`src/sv/vdu_pkg.sv`:
```
// ----------------------------------------------------------------------------
// vdu_pkg
// Shared constants and types of the vector distance unit.
// ----------------------------------------------------------------------------
package vdu_pkg;

	localparam int COORD_W_DEF = 16;
	localparam int SUM_W       = 40;
	localparam int DIST_W      = 23;
	localparam int OUT_TDATA_W = ((DIST_W + 7) / 8) * 8;
	localparam int ROOT_W      = SUM_W / 2;
	localparam int QDEPTH      = 2;

	localparam logic METRIC_MANHATTAN = 1'b0;
	localparam logic METRIC_EUCLID    = 1'b1;

	// one finished vector handed from front to back
	typedef struct packed {
		logic             euclid;
		logic [SUM_W-1:0] sum;
	} vdu_entry_t;

	typedef struct packed {
		logic       push;
		vdu_entry_t entry;
	} vdu_push_t;

endpackage

```
`src/sv/vdu_front.sv`:
```
// ----------------------------------------------------------------------------
// vdu_front
// Takes coordinate pairs, forms |d| or d*d and keeps the saturating sum.
// ----------------------------------------------------------------------------
module vdu_front import vdu_pkg::*; #(
	parameter int COORD_WIDTH = COORD_W_DEF
) (
	input  logic                   clk,
	input  logic                   arst_n,
	input  logic                   in_valid,
	output logic                   in_ready,
	input  logic [COORD_WIDTH-1:0] sample,
	input  logic [COORD_WIDTH-1:0] centroid,
	input  logic                   last,
	input  logic                   mode,
	input  logic                   q_full,
	output vdu_push_t              push
);

	localparam int TERM_W = 2 * COORD_WIDTH;
	localparam int ACC_W  = ((TERM_W > SUM_W) ? TERM_W : SUM_W) + 1;
	localparam logic [SUM_W-1:0] SUM_MAX = '1;

	logic signed [COORD_WIDTH:0] diff;
	logic [COORD_WIDTH-1:0]      mag;
	logic                        advance;

	logic                   v_s1, last_s1, mode_s1;
	logic [COORD_WIDTH-1:0] mag_s1;
	logic                   v_s2, last_s2, mode_s2;
	logic [TERM_W-1:0]      term_s2;

	logic [SUM_W-1:0] sum_q;
	logic [ACC_W-1:0] acc;
	logic [SUM_W-1:0] sum_next;

	assign diff = $signed({sample[COORD_WIDTH-1], sample})
		- $signed({centroid[COORD_WIDTH-1], centroid});
	// magnitude always fits COORD_WIDTH bits unsigned
	assign mag = diff[COORD_WIDTH] ? COORD_WIDTH'(-diff) : diff[COORD_WIDTH-1:0];

	// only a finished vector facing a full queue holds the pipe
	assign advance  = !(v_s2 && last_s2 && q_full);
	assign in_ready = advance;

	assign acc      = ACC_W'(sum_q) + ACC_W'(term_s2);
	assign sum_next = (acc > ACC_W'(SUM_MAX)) ? SUM_MAX : acc[SUM_W-1:0];

	assign push.push         = advance && v_s2 && last_s2;
	assign push.entry.euclid = mode_s2;
	assign push.entry.sum    = sum_next;

	always_ff @(posedge clk or negedge arst_n) begin
		if (!arst_n) begin
			v_s1  <= 1'b0;
			v_s2  <= 1'b0;
			sum_q <= '0;
		end else if (advance) begin
			v_s1 <= in_valid;
			v_s2 <= v_s1;
			if (v_s2) begin
				sum_q <= last_s2 ? '0 : sum_next;
			end
		end
	end

	always_ff @(posedge clk) begin
		if (advance) begin
			last_s1 <= last;
			mode_s1 <= mode;
			mag_s1  <= mag;
			last_s2 <= last_s1;
			mode_s2 <= mode_s1;
			term_s2 <= (mode_s1 == METRIC_EUCLID)
				? TERM_W'(mag_s1) * TERM_W'(mag_s1) : TERM_W'(mag_s1);
		end
	end

endmodule

```
`src/sv/vdu_queue.sv`:
```
// ----------------------------------------------------------------------------
// vdu_queue
// Short queue of finished sums between front and back, registered read.
// ----------------------------------------------------------------------------
module vdu_queue import vdu_pkg::*; (
	input  logic       clk,
	input  logic       arst_n,
	input  vdu_push_t  push,
	output logic       full,
	input  logic       pop,
	output logic       empty,
	output vdu_entry_t rd_data
);

	localparam int PTR_W = (QDEPTH > 1) ? $clog2(QDEPTH) : 1;
	localparam int CNT_W = $clog2(QDEPTH + 1);

	vdu_entry_t       mem [QDEPTH];
	logic [PTR_W-1:0] wr_ptr_q, rd_ptr_q;
	logic [CNT_W-1:0] cnt_q;
	logic             do_push, do_pop;

	assign full    = (cnt_q == CNT_W'(QDEPTH));
	assign empty   = (cnt_q == '0);
	assign do_push = push.push && !full;
	assign do_pop  = pop && !empty;

	always_ff @(posedge clk or negedge arst_n) begin
		if (!arst_n) begin
			wr_ptr_q <= '0;
			rd_ptr_q <= '0;
			cnt_q    <= '0;
		end else begin
			if (do_push) begin
				wr_ptr_q <= (wr_ptr_q == PTR_W'(QDEPTH - 1)) ? '0 : wr_ptr_q + 1'b1;
			end
			if (do_pop) begin
				rd_ptr_q <= (rd_ptr_q == PTR_W'(QDEPTH - 1)) ? '0 : rd_ptr_q + 1'b1;
			end
			cnt_q <= cnt_q + CNT_W'(do_push) - CNT_W'(do_pop);
		end
	end

	always_ff @(posedge clk) begin
		if (do_push) begin
			mem[wr_ptr_q] <= push.entry;
		end
		if (do_pop) begin
			rd_data <= mem[rd_ptr_q];
		end
	end

endmodule

```
`src/sv/vdu_back.sv`:
```
// ----------------------------------------------------------------------------
// vdu_back
// Finishes one vector: saturates the sum or takes its floor square root
// one bit per cycle, then holds the result in the output register.
// ----------------------------------------------------------------------------
module vdu_back import vdu_pkg::*; (
	input  logic              clk,
	input  logic              arst_n,
	input  logic              q_empty,
	input  vdu_entry_t        q_data,
	output logic              q_pop,
	output logic              out_valid,
	input  logic              out_ready,
	output logic [DIST_W-1:0] out_data
);

	localparam int REM_W = ROOT_W + 2;
	localparam int CNT_W = $clog2(ROOT_W);
	localparam logic [DIST_W-1:0] DIST_MAX = '1;

	typedef enum logic [3:0] {
		ST_IDLE  = 4'b0001,
		ST_FETCH = 4'b0010,
		ST_ROOT  = 4'b0100,
		ST_HOLD  = 4'b1000
	} state_t;

	state_t            state_q;
	logic              out_valid_q;
	logic [DIST_W-1:0] out_data_q;
	logic [DIST_W-1:0] result_q;
	logic [SUM_W-1:0]  x_q;
	logic [REM_W-1:0]  rem_q;
	logic [ROOT_W-1:0] root_q;
	logic [CNT_W-1:0]  cnt_q;

	logic [REM_W-1:0]  rem_sh, trial, rem_n;
	logic [ROOT_W-1:0] root_n;
	logic              ge;
	logic              slot_free;
	logic              load_out;

	// one result bit per step: bring down two bits, try (root << 2) | 1
	assign rem_sh = {rem_q[REM_W-3:0], x_q[SUM_W-1:SUM_W-2]};
	assign trial  = {root_q, 2'b01};
	assign ge     = (rem_sh >= trial);
	assign rem_n  = ge ? rem_sh - trial : rem_sh;
	assign root_n = {root_q[ROOT_W-2:0], ge};

	assign slot_free = !out_valid_q || out_ready;
	assign load_out  = (state_q == ST_HOLD) && slot_free;
	assign q_pop     = (state_q == ST_IDLE) && !q_empty;
	assign out_valid = out_valid_q;
	assign out_data  = out_data_q;

	always_ff @(posedge clk or negedge arst_n) begin
		if (!arst_n) begin
			state_q     <= ST_IDLE;
			out_valid_q <= 1'b0;
		end else begin
			if (load_out) begin
				out_valid_q <= 1'b1;
			end else if (out_ready) begin
				out_valid_q <= 1'b0;
			end
			unique case (state_q)
				ST_IDLE: begin
					if (!q_empty) begin
						state_q <= ST_FETCH;
					end
				end
				ST_FETCH: begin
					state_q <= q_data.euclid ? ST_ROOT : ST_HOLD;
				end
				ST_ROOT: begin
					if (cnt_q == '0) begin
						state_q <= ST_HOLD;
					end
				end
				ST_HOLD: begin
					if (slot_free) begin
						state_q <= ST_IDLE;
					end
				end
				default: state_q <= ST_IDLE;
			endcase
		end
	end

	always_ff @(posedge clk) begin
		unique case (state_q)
			ST_FETCH: begin
				x_q    <= q_data.sum;
				rem_q  <= '0;
				root_q <= '0;
				cnt_q  <= CNT_W'(ROOT_W - 1);
				result_q <= (q_data.sum > SUM_W'(DIST_MAX))
					? DIST_MAX : q_data.sum[DIST_W-1:0];
			end
			ST_ROOT: begin
				x_q    <= {x_q[SUM_W-3:0], 2'b00};
				rem_q  <= rem_n;
				root_q <= root_n;
				cnt_q  <= cnt_q - 1'b1;
				if (cnt_q == '0) begin
					result_q <= DIST_W'(root_n);
				end
			end
			ST_HOLD: begin
				if (slot_free) begin
					out_data_q <= result_q;
				end
			end
			default: begin
			end
		endcase
	end

endmodule

```
`src/sv/vector_distance_unit.sv`:
```
// ----------------------------------------------------------------------------
// vector_distance_unit
// Streaming Manhattan / Euclidean distance between a sample and a centroid.
// ----------------------------------------------------------------------------
// Input stream (s_*): one coordinate pair per item, tlast on the last pair.
//   The front end takes one item every cycle while the back queue has room.
// Output stream (m_*): one distance item per vector, unsigned integer.
// Config channel (cfg_*): metric_mode, 0 Manhattan, 1 Euclidean; always
//   ready, write only while the block is idle.
// After the last item the vector passes the front stages s1 and s2, the
//   queue and the back end; in Euclidean mode the square root unit yields
//   one root bit per cycle (a 20-bit root for the 40-bit sum).
// Throughput: one coordinate per cycle while the queue has room. The back
//   end finishes one vector before it takes the next; a two-entry queue
//   absorbs bursts of short vectors, beyond that s_tready drops.
// Reset: the running sum, the queue and the output are cleared and
//   metric_mode returns to Euclidean.
// Stall: a held m_tready keeps the result in the output register; the back
//   end and then the queue fill, after which s_tready goes low.
// ----------------------------------------------------------------------------
module vector_distance_unit import vdu_pkg::*; #(
	parameter int COORD_WIDTH = COORD_W_DEF
) (
	input  logic clk,
	input  logic arst_n,

	input  logic                                 s_tvalid,
	output logic                                 s_tready,
	// sample_coord, centroid_coord, zero fill
	input  logic [((2*COORD_WIDTH+7)/8)*8-1:0]   s_tdata,
	input  logic                                 s_tlast,

	output logic                   m_tvalid,
	input  logic                   m_tready,
	// distance, zero fill
	output logic [OUT_TDATA_W-1:0] m_tdata,

	input  logic cfg_valid,
	output logic cfg_ready,
	input  logic cfg_data
);

	logic              metric_mode_q;
	vdu_push_t         push;
	logic              q_full, q_empty, q_pop;
	vdu_entry_t        q_data;
	logic [DIST_W-1:0] distance;

	assign cfg_ready = 1'b1;

	always_ff @(posedge clk or negedge arst_n) begin
		if (!arst_n) begin
			metric_mode_q <= METRIC_EUCLID;
		end else if (cfg_valid && cfg_ready) begin
			metric_mode_q <= cfg_data;
		end
	end

	vdu_front #(
		.COORD_WIDTH(COORD_WIDTH)
	) u_front (
		.clk      (clk),
		.arst_n   (arst_n),
		.in_valid (s_tvalid),
		.in_ready (s_tready),
		.sample   (s_tdata[COORD_WIDTH-1:0]),
		.centroid (s_tdata[2*COORD_WIDTH-1:COORD_WIDTH]),
		.last     (s_tlast),
		.mode     (metric_mode_q),
		.q_full   (q_full),
		.push     (push)
	);

	vdu_queue u_queue (
		.clk     (clk),
		.arst_n  (arst_n),
		.push    (push),
		.full    (q_full),
		.pop     (q_pop),
		.empty   (q_empty),
		.rd_data (q_data)
	);

	vdu_back u_back (
		.clk       (clk),
		.arst_n    (arst_n),
		.q_empty   (q_empty),
		.q_data    (q_data),
		.q_pop     (q_pop),
		.out_valid (m_tvalid),
		.out_ready (m_tready),
		.out_data  (distance)
	);

	assign m_tdata = OUT_TDATA_W'(distance);

endmodule

```
`config.mk`:
```
export PLATFORM = sky130hd
export DESIGN_NAME = vector_distance_unit
export DESIGN_NICKNAME = d
export VERILOG_FILES = /design/src/sv/vdu_pkg.sv /design/src/sv/vdu_front.sv /design/src/sv/vdu_queue.sv /design/src/sv/vdu_back.sv /design/src/sv/vector_distance_unit.sv
export SDC_FILE = /design/constraint.sdc
export NUM_CORES = 1
export LEC_CHECK = 0
export BUFFER_PORTS_ARGS = -buffer_cell sky130_fd_sc_hd__buf_2
export CAP_MARGIN = 30
export CORE_MARGIN = 4
export CORE_UTILIZATION = 40
export CTS_CLUSTER_SIZE = 16
export DETAILED_ROUTE_END_ITERATION = 8
export GPL_TIMING_DRIVEN = 0
export SLEW_MARGIN = 20
export SYNTH_ARGS = -nofsm -noshare
export SYNTH_HDL_FRONTEND = slang
export SYNTH_HIERARCHICAL = 1
export SYNTH_SLANG_ARGS = --single-unit
```
`constraint.sdc`:
```
create_clock -name clk -period 6.15 [get_ports clk]
set_clock_uncertainty 0.15 [all_clocks]
set_input_delay 1.23 -clock clk [delete_from_list [all_inputs] [get_ports clk]]
set_output_delay 1.23 -clock clk [all_outputs]
set_load 0.005 [all_outputs]
```
==> out/qor.txt, run 1 <==
Status: finished with violations
Violated checks: negative setup slack
Largest net degree at the start of global routing: 53
Most frequent cells in the layout: inv_1, edfxtp_1, nand2_1, fa_1, ha_1
Die Ht: 261 um
Total gr overflow: 0
Final setup TNS: -0.174 ns
Vias: 17800
Vias in the first global route: 18700
Reg clk slew, reported paths: 0.06 ns
DR WL/cell: 16.9 um
WS Path Type: register to register
Wirelength, routed: 58200 um
Critical path's slowest cell: fa_2
DIE AREA: 68300 um2
Clock root cell: clkbuf_16
Final-stage net count: 2948
Final setup vio count: 6
Core Area: 63300 um2
Crit path max-delay family: adder cells
EDFF count, synth: 306
Max-slew violations: 0
CP Launch Type: register
Critical path fanouts, max: 3
MaxCap Viol Count: 0
Slew at the pin with the worst max-slew slack: 0.899 ns
Worst Hold Class: register to register
Setup ws final: -0.0609 ns
CP required: 6.30 ns
I/O pin count: 66
Vias per cell: 5.15
Starting Density: 40.5%
Period utilization: 101%
Placement Setup Slack: -1.04 ns
Fill cells: 5852
Hold Vio Cnt, Final: 0
Flop and latch count out of synthesis: 358
Clock sinks: 358
Level count of the clock H-tree: 2
Netlist cell types: 89
Port buffer count: 63
Synthesized Nets: 2773
# rows: 92
CTS Buf Count: 40
RSZ-0062 raised after global routing: yes
First-pass GRT wire length: 96000 um
Ys async rst share: 14.5%
Worst endpoint data arrival time: 6.36 ns
Most used cell, CP: fa_1
Post-DRT Antenna Nets: 0
Yosys warns: 6
DR pass1 iterations: 5
Slew headroom: 40.1%
Area grow syn2layout: 16.0%
Post-layout minimum cycle time: 6.21 ns
Average cell area after synthesis: 10.7 um2
Hold-fix buffers at CTS: 0
GPL Wtd Cong: 0.847
Initial antenna violation count: 0
DRT iter0 DRCs: 1213
Top FF cell, synth: edfxtp_1
Register area: 10500 um2
Die Span X: 261 um
Post-DP HPWL: 44600 um
Sequential fraction of the synthesis area: 40.9%
Crit. End Element: register
DRC errors left: 0
Crit path buf inv count: 9
Crit-path max cell delay: 0.56 ns
Total track usage: 17.4%
Multi-input gate area: 14000 um2
Synthesized area: 25700 um2
Clk buf depth: 3
Diodes inserted: 0
Clk_lat worst skew: 0.55 ns
Post-Synthesis Cells: 2393
Fraction of layout cells with a size suffix above 1: 16.5%
Max Freq: 161 MHz
CTS tree: built
Commonest non-fill, non-tap cell in the layout: inv_1
registers in the layout, indices dropped and copies added, names as in the netlist, 5 cells and up:
register         flops
u_back/cnt_q         5
u_back/out_data     23
u_back/rem_q        20
u_back/result_q     23
u_back/root_q       20
u_back/x_q          40
u_front/mag_s1      16
u_front/sum_q       40
u_front/term_s2     32
u_queue/mem         82
u_queue/rd_data     41
cell usage after synthesis (42+ instances only):
cell	n	area, um2
inv_1	322	1210
nand2_1	292	1100
clkbuf_1	69	259
and2_1	59	369
o21ai_0	62	310
dfrtp_1	50	1250
a21o_1	42	315
nor2_1	123	462
a21oi_1	110	551
ha_1	175	2190
fa_1	166	3320
edfxtp_1	306	9190
xnor2_1	66	578
routing by layer:
layer	global-route usage, %	vias up	part of all wire (%)
met5	0	-	0
met4	6.26	0	3.9
met3	2.26	131	4.1
met2	31.5	387	50
met1	21.3	8649	42
li1	-	8595	-
worst paths after layout:
path	startpoint	to	slack, ns	depth (start not counted)
worst max-delay path	u_front/mag_s1[1]	u_front/term_s2[30]	-0.06	25
worst min-delay path	u_back/result_q[0]	u_back/out_data[0]	0.27	0
worst max register to register	u_front/mag_s1[1]	u_front/term_s2[30]	-0.06	25
worst min register to register	u_back/result_q[0]	u_back/out_data[0]	0.27	0
max in group asynchronous	arst_n	u_front/sum_q[11]	4.74	1
min in group asynchronous	arst_n	u_queue/cnt_q[1]	0.57	1
through the flow:
step                      utilization (%)  hold WS (ns)  instances  area [um2]
after detailed placement             43.1         0.255       3310       27300
after global placement               42.8         0.260       3302       27100
after global routing                 47.0         0.278       3446       29800
after floorplan                         -         0.250       2393       25700
final                                47.0         0.267       3446       29800
after CTS                            46.8         0.268       3443       29600
worst register-to-register path: cells and delay by family (launching register included):
family	cells	cell delay [ns]
compound gates	5	1.06
fa+ha+maj	7	3.20
buf+inv	9	0.68
flops	1	0.40
simple gates	4	0.46
final cells by class:
type,instances,share of cell area [%]
multi-input combinational,1620,46.9
sequential,358,35.3
inverter,322,4.09
clock buffer,58,4.01
tap,846,3.56
timing repair buffer,135,3.40
buffer,91,2.25
clock inverter,16,0.546
kinds of logic after synthesis:
logic type / after synthesis / share of synthesized area [%]
flip-flops: 358 / 40.9
XOR/XNOR: 100 / 3.41
buffers and inverters: 415 / 6.63
AO/OA/AOI/OAI: 454 / 12.1
multiplexers: 67 / 3.46
adder cells (fa/ha/maj): 341 / 21.5
other: 2 / 0.0293
AND/OR/NAND/NOR: 656 / 12.0
what timing repair did:
action,CTS,global route
buffers inserted,60,5
resized for setup,117,37
pin swaps,85,32
endpoints found under the setup margin,19,18
Power of run 1 is left out: the tool's default activity adds up to more than one toggle a clock period on the data nets, which glitch-free logic cannot reach.
==> run 2: changes to the inputs <==
RECOVER_POWER = 100   (was unset)
==> run 2 against run 1 <==
  * The run ends with max-capacitance violations, max-slew violations, negative setup slack left
  * Register-to-register slack barely moved
  * Die area unchanged
  * Utilization fell by 0.87 points
  * Critical path type unchanged
==> out/qor.txt, run 2 (synthesis results as in run 1) <==
Status: finished with violations
Violated checks: max-capacitance violations, max-slew violations, negative setup slack
Critical path's slowest cell: fa_2
Critical R2R Launch: u_front/mag_s1[1]
Worst endpoint data arrival time: 6.36 ns (about the same)
Crit. End Element: register
I/O pin count: 66 (unchanged)
Area grow syn2layout: 13.8%
Worst Hold Class: register to register
Largest net degree at the start of global routing: 53 (unchanged)
DR pass1 iterations: 5 (unchanged)
Most flop-heavy register: u_queue/mem
CP required: 6.30 ns (about the same)
Clock sinks: 358 (unchanged)
Setup ws final: -0.0637 ns (-0.00281 ns)
CP Launch Type: register
DRC errors left: 0 (unchanged)
Vias: 17700 (-0.30%)
Vias per cell: 5.14 (-0.30%)
Vias in the first global route: 18700 (unchanged)
Hold Vio Cnt, Final: 0 (unchanged)
FF-to-FF End: u_front/term_s2[30]
Clock root cell: clkbuf_16
WS Path Type: register to register
Final-stage net count: 2948 (unchanged)
Crit path buf inv count: 9 (unchanged)
DIE AREA: 68300 um2 (unchanged)
Starting Density: 40.5% (unchanged)
Die Span X: 261 um (unchanged)
DR WL/cell: 17.0 um (+0.50%)
Multi-input gate area: 13700 um2 (-2.1%)
Most used cell, CP: fa_1
Hold-fix buffers at CTS: 0 (unchanged)
Post-DRT Antenna Nets: 0 (unchanged)
Max-slew violations: 219 (+219)
Max reg flops: 82 (unchanged)
Fill cells: 5959 (+1.8%)
Most frequent cells in the layout: inv_1, edfxtp_1, nand2_1, fa_1, ha_1
Crit path max-delay family: adder cells
Register area: 10500 um2 (unchanged)
Core Area: 63300 um2 (unchanged)
Dpl cells: 3310 (unchanged)
Level count of the clock H-tree: 2 (unchanged)
Max Freq: 161 MHz (about the same)
Crit-path max cell delay: 0.56 ns (about the same)
MaxCap Viol Count: 5 (+5)
Post-layout minimum cycle time: 6.21 ns (+0.00281 ns)
Port buffer count: 63 (unchanged)
Post-DP HPWL: 44600 um (unchanged)
Final hold slack: 0.267 ns (-0.000453 ns)
Clk buf depth: 3 (unchanged)
Diodes inserted: 0 (unchanged)
DRT iter0 DRCs: 1240 (+2.2%)
Reg2Reg Setup Slack: -0.06 ns (about the same)
Worst Hold Depth: 0 (unchanged)
Die Ht: 261 um (unchanged)
Total track usage: 17.4% (unchanged)
Initial antenna violation count: 0 (unchanged)
First-pass GRT wire length: 96000 um (unchanged)
GPL Wtd Cong: 0.847 (unchanged)
RSZ-0062 raised after global routing: yes
Final setup vio count: 7 (+1)
Critical path fanouts, max: 3 (unchanged)
Reg clk slew, reported paths: 0.06 ns (about the same)
Commonest non-fill, non-tap cell in the layout: inv_1
CTS tree: built
Wirelength, routed: 58400 um (+0.50%)
Fraction of layout cells with a size suffix above 1: 12.5% (-4.1 points)
CTS Buf Count: 40 (unchanged)
Hold endpoint: u_back/out_data[9]
# rows: 92 (unchanged)
Non-filler cells, final: 3446 (unchanged)
Total gr overflow: 0 (unchanged)
Period utilization: 101% (about the same)
Hold Crit Start: u_back/result_q[9]
Slew at the pin with the worst max-slew slack: 3.05 ns (+2.15 ns)
Clk_lat worst skew: 0.55 ns (about the same)
Biggest regs: u_queue/mem: 82 flops, u_queue/rd_data: 41 flops
Slew headroom: -103% (-140 points)
Reg2Reg Depth: 25 (unchanged)
run 2: cell types whose count changed in the layout (fill, tap and decap cells not counted), moves of 6 or more:
cell	before	now
o21ai_0	61	80
buf_12	10	3
buf_6	16	9
mux2_1	1	39
o21ai_2	16	1
mux2_4	40	4
buf_4	59	53
buf_2	69	54
clkbuf_1	56	96
run 2: metrics by stage:
stage | utilization [%] | TNS (ns) | instance area, um2 | worst slack (ns)
3_3_place_gp | 42.8 | -12.99 | 27100 | -0.980
6_report | 46.1 | -0.208 | 29200 | -0.0637
2_1_floorplan | - | 0 | 25700 | 0.00407
5_1_grt | 46.1 | -2.24 | 29200 | -0.237
3_5_place_dp | 43.1 | -14.18 | 27300 | -1.04
4_1_cts | 46.8 | -0.801 | 29600 | -0.151
run 2: worst max-delay path by stage:
| stage | from | end | slack [ns] | cells past startpoint |
|---|---|---|---|---|
| finish | u_front/mag_s1[1] | u_front/term_s2[30] | -0.06 | 25 |
| global route | u_front/mag_s1[1] | u_front/term_s2[30] | -0.24 | 25 |
| CTS | u_front/mag_s1[1] | u_front/term_s2[29] | -0.15 | 23 |
| detailed placement | u_front/mag_s1[9] | u_front/term_s2[31] | -1.04 | 18 |
| global placement | u_front/mag_s1[9] | u_front/term_s2[31] | -0.98 | 18 |
| floorplan | u_front/mag_s1[4] | u_front/term_s2[23] | 0.004 | 20 |
run 2: area by class of cell:
| class | instances | share of cell area, % |
|---|---|---|
| buffer | 91 | 1.86 |
| clock buffer | 58 | 4.08 |
| clock inverter | 16 | 0.557 |
| inverter | 322 | 4.16 |
| multi-input combinational | 1620 | 46.8 |
| sequential | 358 | 35.9 |
| tap | 846 | 3.62 |
| timing repair buffer | 135 | 2.99 |
run 2: layer usage:
layer,up-vias,global-route usage [%],routed length [um]
met3,121,2.26,2260
met5,-,0,0
met1,8620,21.3,24800
met2,363,31.5,29300
li1,8605,-,-
met4,0,6.26,2110
run 2: timing repair:
item / in CTS / in global routing
setup endpoints to repair: 19 / 18
hold endpoints to repair: 0 / 0
gates resized for setup: 117 / 37
cloned: 0 / 0
pin swaps: 85 / 32
setup buffers: 60 / 5
Power of run 2 is left out for the same reason.
==> run 3: changes to the inputs <==
CTS_BUF_LIST = sky130_fd_sc_hd__clkbuf_2 sky130_fd_sc_hd__clkbuf_4 sky130_fd_sc_hd__clkbuf_8   (was unset)
==> run 3 against run 2 <==
  * Die area did not move
  * Hold slack gained 0.0010 ns
  * Cell count grew 1.8%
  * The run still ends with max-capacitance violations, max-slew violations, negative setup slack left
==> out/qor.txt, run 3 (synthesis results as in run 1) <==
Most frequent cells in the layout: edfxtp_1, inv_1, nand2_1, ha_1, fa_1
Setup ws final: -0.135 ns (-0.0712 ns)
Port buffer count: 63 (unchanged)
DIE AREA: 68300 um2 (unchanged)
Fraction of layout cells with a size suffix above 1: 15.5% (+3.0 points)
Hold-fix buffers at CTS: 0 (unchanged)
RSZ-0062 raised after global routing: yes
Clk buf depth: 3 (unchanged)
Slew headroom: -104% (-0.97 points)
Worst endpoint data arrival time: 6.52 ns (+0.16 ns)
Violated checks: max-capacitance violations, max-slew violations, negative setup slack
Final setup TNS: -1.03 ns (-0.826 ns)
Period utilization: 102% (+1.2 points)
Max-slew violations: 219 (unchanged)
Die Span X: 261 um (unchanged)
Top Usage Layer GRT: met2
Crit. End Element: register
DR pass1 iterations: 6 (+1)
Slew at the pin with the worst max-slew slack: 3.06 ns (+0.0146 ns)
Post-DRT Antenna Nets: 0 (unchanged)
Final-stage net count: 2991 (+1.5%)
DRT iter0 DRCs: 1092 (-12%)
WS Path Type: register to register
Vias per cell: 5.12 (-0.45%)
Clock sinks: 358 (unchanged)
Total track usage: 17.5% (+0.14 points)
GPL Wtd Cong: 0.847 (unchanged)
I/O pin count: 66 (unchanged)
Commonest non-fill, non-tap cell in the layout: edfxtp_1
Worst Hold Class: register to register
Clock root cell: clkbuf_8
FF-to-FF End: u_front/term_s2[23]
Hold endpoint: u_back/out_data[0]
Total gr overflow: 0 (unchanged)
Hold Crit Start: u_back/result_q[0]
CTS Buf Count: 59 (+48%)
Clk_lat worst skew: 0.64 ns (+0.09 ns)
Met2 Use GR: 31.9% (+0.36 points)
Post-DP HPWL: 44600 um (unchanged)
MaxCap Viol Count: 6 (+1)
Critical path fanouts, max: 10 (+7)
Level count of the clock H-tree: 2 (unchanged)
Initial antenna violation count: 1 (+1)
CTS tree: built
Met1 Use GR: 21.3% (+0.022 points)
Final setup vio count: 12 (+5)
Vias in the first global route: 19000 (+1.3%)
Die Ht: 261 um (unchanged)
Worst Hold Depth: 0 (unchanged)
Starting Density: 40.5% (unchanged)
Reg2Reg Setup Slack: -0.13 ns (-0.07 ns)
Wirelength, routed: 59500 um (+1.8%)
Post-DP Area: 27300 um2 (unchanged)
Placement Setup Slack: -1.04 ns (unchanged)
CP required: 6.38 ns (+0.08 ns)
Fill cells: 5927 (-0.54%)
First-pass GRT wire length: 96800 um (+0.82%)
Status: finished with violations
Reg2Reg Depth: 23 (-8.0%)
Grt met3 use: 2.23% (-0.029 points)
Design area: 29700 um2 (+1.6%)
Post-layout minimum cycle time: 6.28 ns (+0.0712 ns)
Core Area: 63300 um2 (unchanged)
Vias: 18000 (+1.4%)
Max Freq: 159 MHz (-1.1%)
Area grow syn2layout: 15.7%
Max reg flops: 82 (unchanged)
Largest net degree at the start of global routing: 53 (unchanged)
Hold Vio Cnt, Final: 0 (unchanged)
DRC errors left: 0 (unchanged)
Reg clk slew, reported paths: 0.06 ns (about the same)
# rows: 92 (unchanged)
CP Launch Type: register
Critical R2R Launch: u_front/mag_s1[8]
Biggest regs: u_queue/mem: 82 flops, u_queue/rd_data: 41 flops
DR WL/cell: 17.0 um (about the same)
Most flop-heavy register: u_queue/mem
-- run 3: changes by cell type in the layout (fill, tap and decap cells not counted), moves of 10 or more --
cell       change
clkbuf_16     -43
buf_4         +20
clkinv_2      +13
clkbuf_1      -10
bufinv_16     +12
clkbuf_8      +57
buf_6         +10
-- run 3: stage by stage --
| step | utilization, % | instances | hold WS (ns) |
|---|---|---|---|
| 3_5_place_dp | 43.1 | 3310 | 0.255 |
| 3_3_place_gp | 42.8 | 3302 | 0.260 |
| 4_1_cts | 47.2 | 3492 | 0.269 |
| 2_1_floorplan | - | 2393 | 0.250 |
| 5_1_grt | 46.9 | 3509 | 0.275 |
| 6_report | 46.9 | 3509 | 0.268 |
-- run 3: how the worst max path moves through the flow --
stage                                 start                  end  cells after the start
after floorplan           u_front/mag_s1[4]  u_front/term_s2[23]                     20
after global placement    u_front/mag_s1[9]  u_front/term_s2[31]                     18
after detailed placement  u_front/mag_s1[9]  u_front/term_s2[31]                     18
after CTS                 u_front/mag_s1[1]  u_front/term_s2[29]                     23
after global routing      u_front/mag_s1[0]  u_front/term_s2[24]                     25
final                     u_front/mag_s1[8]  u_front/term_s2[23]                     23
-- run 3: cell type report --
| class | instances | area, um2 | area share (%) |
|---|---|---|---|
| Tap cell | 846 | 1060 | 3.57 |
| Multi-Input combinational cell | 1620 | 13700 | 46.3 |
| Clock buffer | 72 | 947 | 3.19 |
| Timing Repair Buffer | 159 | 1070 | 3.60 |
| Clock inverter | 40 | 581 | 1.96 |
| Sequential cell | 358 | 10500 | 35.3 |
| Buffer | 91 | 571 | 1.92 |
| Inverter | 322 | 1220 | 4.10 |
| Antenna cell | 1 | 2.50 | 0.00843 |
-- run 3: critical path, stage by stage, from the launching register on --
cell and delay (ns):
edfxtp_1 0.42, buf_4 0.16, clkbuf_8 0.16, nand2_2 0.08
inv_1 0.06, fa_1 0.51, inv_1 0.06, fa_1 0.51
inv_2 0.04, fa_2 0.54, fa_2 0.44, fa_1 0.50
inv_1 0.05, fa_2 0.52, inv_2 0.04, ha_4 0.27
nand4_1 0.14, or2_4 0.26, o31a_1 0.25, buf_6 0.14
o31ai_4 0.26, buf_4 0.18, a22oi_2 0.07, and3_1 0.19
-- run 3: repair_timing --
action,in CTS,in global routing
setup buffers,71,19
pin swaps,96,69
endpoints found under the setup margin,19,18
gates resized for setup,127,72
-- run 3: per-layer routing --
metal	wire length, um	vias up	part of all wire, %
li1	-	8704	-
met1	25100	8719	42
met2	29800	397	50
met3	2320	132	3.9
met4	2270	0	3.8
met5	0	-	0
Power of run 3 is left out for the same reason.
